==> src/rtl/tetrahedron_circumcenter_core_assert.svh <==
// Assertion macros shared by the circumcenter RTL.
// Included by modules that check their own pipeline invariants.
`ifndef TETRAHEDRON_CIRCUMCENTER_CORE_ASSERT_SVH
`define TETRAHEDRON_CIRCUMCENTER_CORE_ASSERT_SVH

// Same-cycle implication, disabled while reset is low.
`define TCC_ASSERT_IMPLY(lbl, clk, rstn, ante, cons, msg) \
    lbl: assert property (@(posedge clk) disable iff (!rstn) (ante) |-> (cons)) \
        else $error(msg);

// Next-cycle implication, disabled while reset is low.
`define TCC_ASSERT_NEXT(lbl, clk, rstn, ante, cons, msg) \
    lbl: assert property (@(posedge clk) disable iff (!rstn) (ante) |=> (cons)) \
        else $error(msg);

`endif

==> src/rtl/tcc_pkg.sv <==
// Shared types and widths for the tetrahedron circumcenter pipeline.
// No dependencies; used by every RTL module of the block.
package tcc_pkg;

    localparam int CW       = 32;   // coordinate width
    localparam int EW       = 33;   // edge width
    localparam int SQW      = 66;   // edge product width
    localparam int NW       = 67;   // normal and squared length width
    localparam int MW       = 68;   // multiplier operand width
    localparam int MLW      = 34;   // low slice of a multiplier operand
    localparam int PRW      = 136;  // wide product and numerator width
    localparam int DW       = 102;  // determinant width
    localparam int QW       = 33;   // quotient bits produced by the divider
    localparam int THR_W    = 62;
    localparam logic [THR_W-1:0] THR_RESET = 62'd281474977;
    localparam int NUM_STG  = 41;   // total pipeline stages
    localparam int DIV_STG  = QW;   // divider stages
    localparam int FLAG_STG = 7;    // stage that decides degeneracy and overflow
    localparam logic signed [35:0] SAT_MAX = 36'sd2147483647;
    localparam logic signed [35:0] SAT_MIN = -36'sd2147483648;

    typedef struct packed {
        logic signed [CW-1:0] a_x;
        logic signed [CW-1:0] a_y;
        logic signed [CW-1:0] a_z;
        logic signed [CW-1:0] b_x;
        logic signed [CW-1:0] b_y;
        logic signed [CW-1:0] b_z;
        logic signed [CW-1:0] c_x;
        logic signed [CW-1:0] c_y;
        logic signed [CW-1:0] c_z;
        logic signed [CW-1:0] d_x;
        logic signed [CW-1:0] d_y;
        logic signed [CW-1:0] d_z;
    } t_in_item;

    typedef struct packed {
        logic signed [CW-1:0] center_x;
        logic signed [CW-1:0] center_y;
        logic signed [CW-1:0] center_z;
        logic                 valid_res;
    } t_out_item;

    // Values that ride alongside the arithmetic stages.
    typedef struct packed {
        logic signed [CW-1:0] a_x;
        logic signed [CW-1:0] a_y;
        logic signed [CW-1:0] a_z;
        logic                 ok;
        logic [2:0]           neg;
        logic [2:0]           ovf;
    } t_side;

    typedef struct packed {
        logic [PRW-1:0] rem_x;
        logic [PRW-1:0] rem_y;
        logic [PRW-1:0] rem_z;
        logic [QW-1:0]  q_x;
        logic [QW-1:0]  q_y;
        logic [QW-1:0]  q_z;
        logic [DW-1:0]  dmag;
    } t_div_state;

endpackage

==> src/rtl/tcc_div_stg.sv <==
// One restoring-division stage: settles one quotient bit of all three axes.
// Depends on tcc_pkg.
module tcc_div_stg #(
    parameter int STEP = tcc_pkg::QW - 1
) (
    input  logic                i_clk,
    input  logic                i_en,
    input  tcc_pkg::t_div_state i_st,
    output tcc_pkg::t_div_state o_st
);

    logic [tcc_pkg::PRW-1:0] dsh;
    tcc_pkg::t_div_state     n_st;

    assign dsh = tcc_pkg::PRW'(i_st.dmag) << STEP;

    always_comb begin
        n_st = i_st;
        if (i_st.rem_x >= dsh) begin
            n_st.rem_x   = i_st.rem_x - dsh;
            n_st.q_x[STEP] = 1'b1;
        end
        if (i_st.rem_y >= dsh) begin
            n_st.rem_y   = i_st.rem_y - dsh;
            n_st.q_y[STEP] = 1'b1;
        end
        if (i_st.rem_z >= dsh) begin
            n_st.rem_z   = i_st.rem_z - dsh;
            n_st.q_z[STEP] = 1'b1;
        end
    end

    always_ff @(posedge i_clk) begin
        if (i_en) begin
            o_st <= n_st;
        end
    end

endmodule

==> config.mk <==
export PLATFORM = sky130hd
export DESIGN_NAME = tcc_div_stg
export DESIGN_NICKNAME = d
export VERILOG_FILES = /design/src/rtl/tetrahedron_circumcenter_core_assert.svh /design/src/rtl/tcc_pkg.sv /design/src/rtl/tcc_div_stg.sv
export SDC_FILE = /design/constraint.sdc
export NUM_CORES = 1
export LEC_CHECK = 0
export BUFFER_PORTS_ARGS = -buffer_cell sky130_fd_sc_hd__buf_2
export CORE_AREA = 2 2 477 479
export CTS_CLUSTER_DIAMETER = 200
export DETAILED_ROUTE_END_ITERATION = 16
export DIE_AREA = 0 0 479 481
export GPL_TIMING_DRIVEN = 0
export SYNTH_ARGS = -nofsm -noshare
export SYNTH_HDL_FRONTEND = slang
export SYNTH_SLANG_ARGS = --single-unit
==> constraint.sdc <==
create_clock -name i_clk -period 8.8 [get_ports i_clk]
set_input_delay 0.44 -clock i_clk [delete_from_list [all_inputs] [get_ports i_clk]]
set_output_delay 0.44 -clock i_clk [all_outputs]
set_load 0.005 [all_outputs]
==> impl_results.md, run 1 <==
- Status: finished, final reports clean
- Port bufs: 1219
- Nets: 6988
- Layout cells sized above 1: 0.246
- First-pass detailed-route iteration total: 6
- First-pass GRT wire length: 362000 um
- Global-route usage over all layers: 0.229
- FP Rows: 175
- Pre-CTS worst setup slack: 0.855 ns
- Cell Area, Synth: 41600 um2
- Count leader, synth: a21oi_1
- Top reg by flops: o_st
- RePlAce Congestion: 1.00
- Met3 usage: 0.0573
- CTS Sinks: 609
- Largest net degree at the start of global routing: 132
- Register area: 18300 um2
- WL/cell: 30.3 um
- CTS H-tree depth: 3
- Drt initial violations: 3506
- Syn_nets: 5306
- Die W: 479 um
- RSZ-0062 raised after global routing: no
- Yosys cell types: 94
- Syn. warnings: 0
- Final antenna-violating net count: 0
- Final worst-path cycle share: 0.876
- Final setup vio count: 0
- Synth top area share: 0.440
- Pwr Density: 185 nW/um2
- Cells after Synth: 4386
- Worst-path clk slew: 0.06 ns
- Met2 usage: 0.385
- Synth area leaders: edfxtp_1, ha_1, a21oi_1
- Worst EP required: 9.27 ns
- Kind of critical path: in2reg
- Slew Limit Headroom: 0.0202
- Leak: 24.0 nW
- Maximum capacitance violations: 0
- Fin area: 58300 um2
- Core Region: 226000 um2
- CP Capture Type: flop
- Max Root-Sink Buffers: 3
- Final worst setup slack: 1.09 ns
- Routed vias: 43600
- Synth top cells by count: a21oi_1, edfxtp_1, nand2_1, nor2_1, ha_1
- Min-delay worst type: in2reg
- Inst Count DP: 8622
- Placed Instance Area: 51600 um2
- Worst-margin pin slew: 1.46 ns
- Multi-input logic area: 21600 um2
- Initial cell density of the core: 0.184
- P&R area growth vs syn: 40.2%
- Met1 usage: 0.276
- Biggest area consumer among synthesized cells: edfxtp_1
- Antenna violations before repair: 115
- Gr ovfl total: 0
- Max FFs per register: 609
- Die height: 481 um
- Final hold violation count: 0
- Post-route insts no fill: 9190
- CTS Root Buffer Type: clkbuf_16
- CP arrival: 8.18 ns
- Period minus WS final: 7.71 ns
- Synth Area per Inst: 9.47 um2
- Crit Path Max Fanout: 10
- HPWL Detailed: 237000 um
- I/O pin total: 1220
- Fin. max-slew vios: 0
- Startpoint types: primary input
- TritonCTS Buffers: 81
- Post-synth EDFFs: 609
- DR vias/cell: 4.75
- Fmax: 0.130 GHz
- Die area: 230000 um2
- # DRC: 0
- #FFs+latches synth: 609
- Routed wire length: 278000 um
- Fill cells: 24400
- Maximum VDD drop: 0.141 mV
- Top flop regs: o_st (609)
- Top_reg_cell synth: edfxtp_1
- Synth async-reset ratio: 0
- Tot Pwr: 10.8 mW
- Vias in the first global route: 42400
- Busiest grt layer: met2
- Register area share after synthesis: 0.440
- CTS tree: built
-- final cells by class --
type / instances / share of cell area
repair buffers: 1599 / 0.172
well taps: 3009 / 0.0646
clock buffers: 92 / 0.0355
multi-input cells: 3366 / 0.371
plain buffers: 201 / 0.0155
diodes: 46 / 0.00198
flip-flops and latches: 609 / 0.314
inverters: 210 / 0.0135
clock inverters: 58 / 0.0127
-- worst max-delay path, cell delays in order --
cell and delay (ns):
dlygate4sd3_1 0.52, buf_2 0.21, inv_1 0.15, ha_1 0.47
nand2_1 0.20, nor3_1 0.63, nand3_1 0.49, a31oi_1 0.82
o41ai_2 0.37, o41a_1 0.50, a21oi_2 0.57, a21o_1 0.31
a21boi_2 0.13, o21ai_4 0.65, buf_2 0.78, buf_4 0.32
nor2_1 0.05, a21oi_1 0.50
-- layout by cell type (no fill, tap or decap), types with 147 or more instances in the layout --
master            n
a21o_1          153
o21ai_0         262
clkbuf_1        147
ha_1            306
nand2_1         423
buf_2          1265
inv_1           209
dlygate4sd3_1   372
edfxtp_1        609
xnor2_1         181
nor2_1          385
a21oi_1         615
-- cell families after synthesis --
group           synth area share
compound gates             0.216
simple gates               0.139
flops                      0.440
buf+inv                   0.0407
fa+ha+maj                 0.0936
xor+xnor                  0.0628
mux                      0.00807
-- power by group --
group / internal (mW) / switching [mW] / total (mW)
sequential: 3.68 / 0.159 / 3.84
combinational: 1.19 / 2.19 / 3.37
clock: 2.01 / 1.59 / 3.59
-- path summary, 6_finish.rpt --
path              slack [ns]  cells after the start        end  startpoint
setup / recovery        1.09                     18  o_st[321]    i_st[17]
hold / removal          0.06                      1  o_st[498]   i_st[498]
-- metal layers --
| layer | vias to the layer above | wire length (um) |
|---|---|---|
| met2 | 2040 | 131000 |
| met5 | - | 337 |
| li1 | 19700 | - |
| met3 | 436 | 20300 |
| met4 | 52 | 14400 |
| met1 | 21400 | 113000 |
-- repair_timing --
action | 4_1_cts | 5_1_grt
resized for setup | 0 | 0
hold buffers | 372 | 0
setup buffers | 0 | 0
endpoints found under the hold margin | 372 | 0
-- per-stage QoR --
stage	utilization	setup TNS, ns	hold WS (ns)
3_3_place_gp	0.228	-1706.22	0.619
5_1_grt	0.258	0	0.00695
2_1_floorplan	-	0	0.539
3_5_place_dp	0.229	0	0.618
6_report	0.258	0	0.0565
4_1_cts	0.258	0	0.0000530
No activity file was read; power rests on OpenSTA's default activity.
==> inputs of run 2 (changes only) <==
- CORE_AREA: 2 2 477 479 -> 2 2 473 475
- DIE_AREA: 0 0 479 481 -> 0 0 475 477
==> run 2 against run 1 <==
Critical path type unchanged. The flow now finishes with violations (max-capacitance violations, max-slew violations). Via count decreased by 0.10%. Sequential power about the same. Global-route usage is 0.36 points higher. Maximum frequency increased by 2.7%. Setup slack better by 0.20 ns. Routed wire length fell by 0.91%. Clock-buffer cell count down 1. Critical endpoint is now o_st[245]. Combinational power about the same. Final cell count fell by 0.30%. Largest cell class unchanged. Sequential share of layout area shrank 0.089 points. Largest power group unchanged.
==> impl_results.md, run 2 (same netlist as run 1, synthesis figures left out) <==
- Status: complete, but fails checks (was finished, final reports clean)
- Failing checks: max-capacitance violations, max-slew violations
- Min-delay worst type: in2reg (unchanged)
- Global-route usage over all layers: 0.233 (was 0.229)
- Die area: 227000 um2 (was 230000 um2)
- # DRC: 0 (unchanged)
- Post-route insts no fill: 9162 (was 9190)
- HPWL Detailed: 235000 um (was 237000 um)
- Max Root-Sink Buffers: 3 (unchanged)
- Register area: 18300 um2 (unchanged)
- Metal3 WL: 19600 um (was 20300 um)
- Core Region: 221000 um2 (was 226000 um2)
- Final antenna-violating net count: 0 (unchanged)
- Period minus WS final: 7.50 ns (was 7.71 ns)
- Die W: 475 um (was 479 um)
- Kind of critical path: in2reg (unchanged)
- WL/cell: 30.1 um (was 30.3 um)
- Most frequent cells in the layout: buf_2, a21oi_1, edfxtp_1, nand2_1, dlygate4sd3_1 (was buf_2, a21oi_1, edfxtp_1, nand2_1, nor2_1)
- Final Util: 0.264 (was 0.258)
- First-pass detailed-route iteration total: 6 (unchanged)
- Combinational Power Share: 0.313 (was 0.312)
- Post-CTS resize count: 0 (unchanged)
- Antenna violations before repair: 112 (was 115)
- Startpoint types: primary input (unchanged)
- CTS H-tree depth: 3 (unchanged)
- Pwr Density: 185 nW/um2 (about the same)
- Seq pwr share: 0.355 (about the same)
- TritonCTS Buffers: 82 (was 81)
- CP arrival: 7.93 ns (was 8.18 ns)
- Fin. max-slew vios: 3 (was 0)
- FP Rows: 173 (was 175)
- Gr ovfl total: 0 (unchanged)
- Final worst-path cycle share: 0.852 (was 0.876)
- Worst EP required: 9.23 ns (was 9.27 ns)
- Drt initial violations: 3478 (was 3506)
- Highest Signal Layer: met5 (unchanged)
- Int Power: 6.90 mW (was 6.87 mW)
- First-pass GRT wire length: 361000 um (was 362000 um)
- Routed vias: 43600 (about the same)
- Worst-path clk slew: 0.06 ns (about the same)
- Maximum capacitance violations: 2 (was 0)
- Leak: 24.1 nW (was 24.0 nW)
- Hold buffer count at cts: 395 (was 372)
- DR vias/cell: 4.76 (was 4.75)
- CTS tree: built (unchanged)
- Final setup vio count: 0 (unchanged)
- Largest net degree at the start of global routing: 119 (was 132)
- Inst Count DP: 8590 (was 8622)
- M1 WL: 112000 um (was 113000 um)
- Sw frac: 0.361 (was 0.364)
- Max FFs per register: 609 (unchanged)
- Tot Pwr: 10.8 mW (about the same)
- Nets: 7015 (was 6988)
- RePlAce Congestion: 0.977 (was 1.00)
- Slew Limit Headroom: -0.0946 (was 0.0202)
- Port bufs: 1219 (unchanged)
- CP Capture Type: flop (unchanged)
- Most common cell after layout, fill and taps aside: buf_2 (unchanged)
- I/O pin total: 1220 (unchanged)
- Vias in the first global route: 42900 (was 42400)
- Final hold violation count: 0 (unchanged)
- CTS Root Buffer Type: clkbuf_16 (unchanged)
- P&R area growth vs syn: 40.6% (was 40.2%)
- Fill cells: 23700 (was 24400)
- Crit Path Max Fanout: 10 (unchanged)
- RSZ-0062 raised after global routing: no (unchanged)
- Hold_ws: 0.0772 ns (was 0.0565 ns)
- Clock power frac: 0.331 (was 0.333)
- Initial cell density of the core: 0.188 (was 0.184)
- Met2 WL: 129000 um (was 131000 um)
- Multi-input logic area: 21600 um2 (about the same)
- CTS Sinks: 609 (unchanged)
- # Post-CTS Setup Buffers: 0 (unchanged)
- Routed wire length: 276000 um (was 278000 um)
- Net switching component of the power: 3.90 mW (was 3.93 mW)
- Top reg by flops: o_st (unchanged)
- Die height: 477 um (was 481 um)
- Layout cells sized above 1: 0.245 (was 0.246)
- Worst-margin pin slew: 1.63 ns (was 1.46 ns)
- Maximum VDD drop: 0.178 mV (was 0.141 mV)
- Fmax: 0.133 GHz (was 0.130 GHz)
- Top flop regs: o_st (609) (unchanged)
[run 2: changes by cell type in the layout (fill, tap and decap cells not counted), sizes merged]
cell and change:
clkbuf -1, dlygate4sd3 +23, clkinvlp -1, inv -5
diode -13, buf +3
[run 2: metal layers]
layer | track usage | vias to the layer above
met4 | 0.107 | 74
met2 | 0.388 | 2015
met5 | 0 | -
li1 | - | 19700
met1 | 0.282 | 21300
met3 | 0.0558 | 448
[run 2: critical path, stage by stage]
cell and delay (ns):
dlygate4sd3_1 0.53, buf_2 0.20, inv_1 0.15, ha_1 0.45, nand2_1 0.18, nor3_1 0.54
nand3_1 0.46, a31oi_1 0.75, o41ai_2 0.39, o41a_1 0.51, a21oi_2 0.56, a21o_1 0.34
a21boi_2 0.15, o21ai_4 0.64, buf_2 0.86, buf_2 0.48, a21oi_1 0.23
[run 2: layout make-up]
| class | instances | share of cell area |
|---|---|---|
| Multi-Input combinational cell | 3366 | 0.370 |
| Sequential cell | 609 | 0.313 |
| Timing Repair Buffer | 1625 | 0.175 |
| Tap cell | 2975 | 0.0637 |
| Clock buffer | 91 | 0.0361 |
| Buffer | 201 | 0.0155 |
| Inverter | 210 | 0.0135 |
| Clock inverter | 52 | 0.0115 |
| Antenna cell | 33 | 0.00141 |
[run 2: path summary, 6_finish.rpt]
path	from	end	slack, ns	depth (start not counted)
hold / removal	i_st[253]	o_st[253]	0.08	3
setup / recovery	i_st[17]	o_st[245]	1.30	17
[run 2: power groups by stage]
| stage | Combinational [mW] | Clock [mW] | Sequential [mW] |
|---|---|---|---|
| after floorplan | 1.49 | 0 | 3.88 |
| after global placement | 3.21 | 0 | 3.94 |
| after detailed placement | 3.20 | 0 | 3.88 |
| after CTS | 3.38 | 3.69 | 3.84 |
| after global routing | 3.61 | 3.76 | 3.86 |
| final | 3.38 | 3.58 | 3.84 |
[run 2: per-stage QoR]
step | cell area, um2 | setup TNS [ns] | setup WS (ns)
floorplan | 41600 | 0 | 5.12
global placement | 51400 | -1733.69 | -3.10
detailed placement | 51600 | 0 | 0.886
CTS | 58300 | 0 | 1.15
global route | 58400 | 0 | 1.27
finish | 58400 | 0 | 1.30
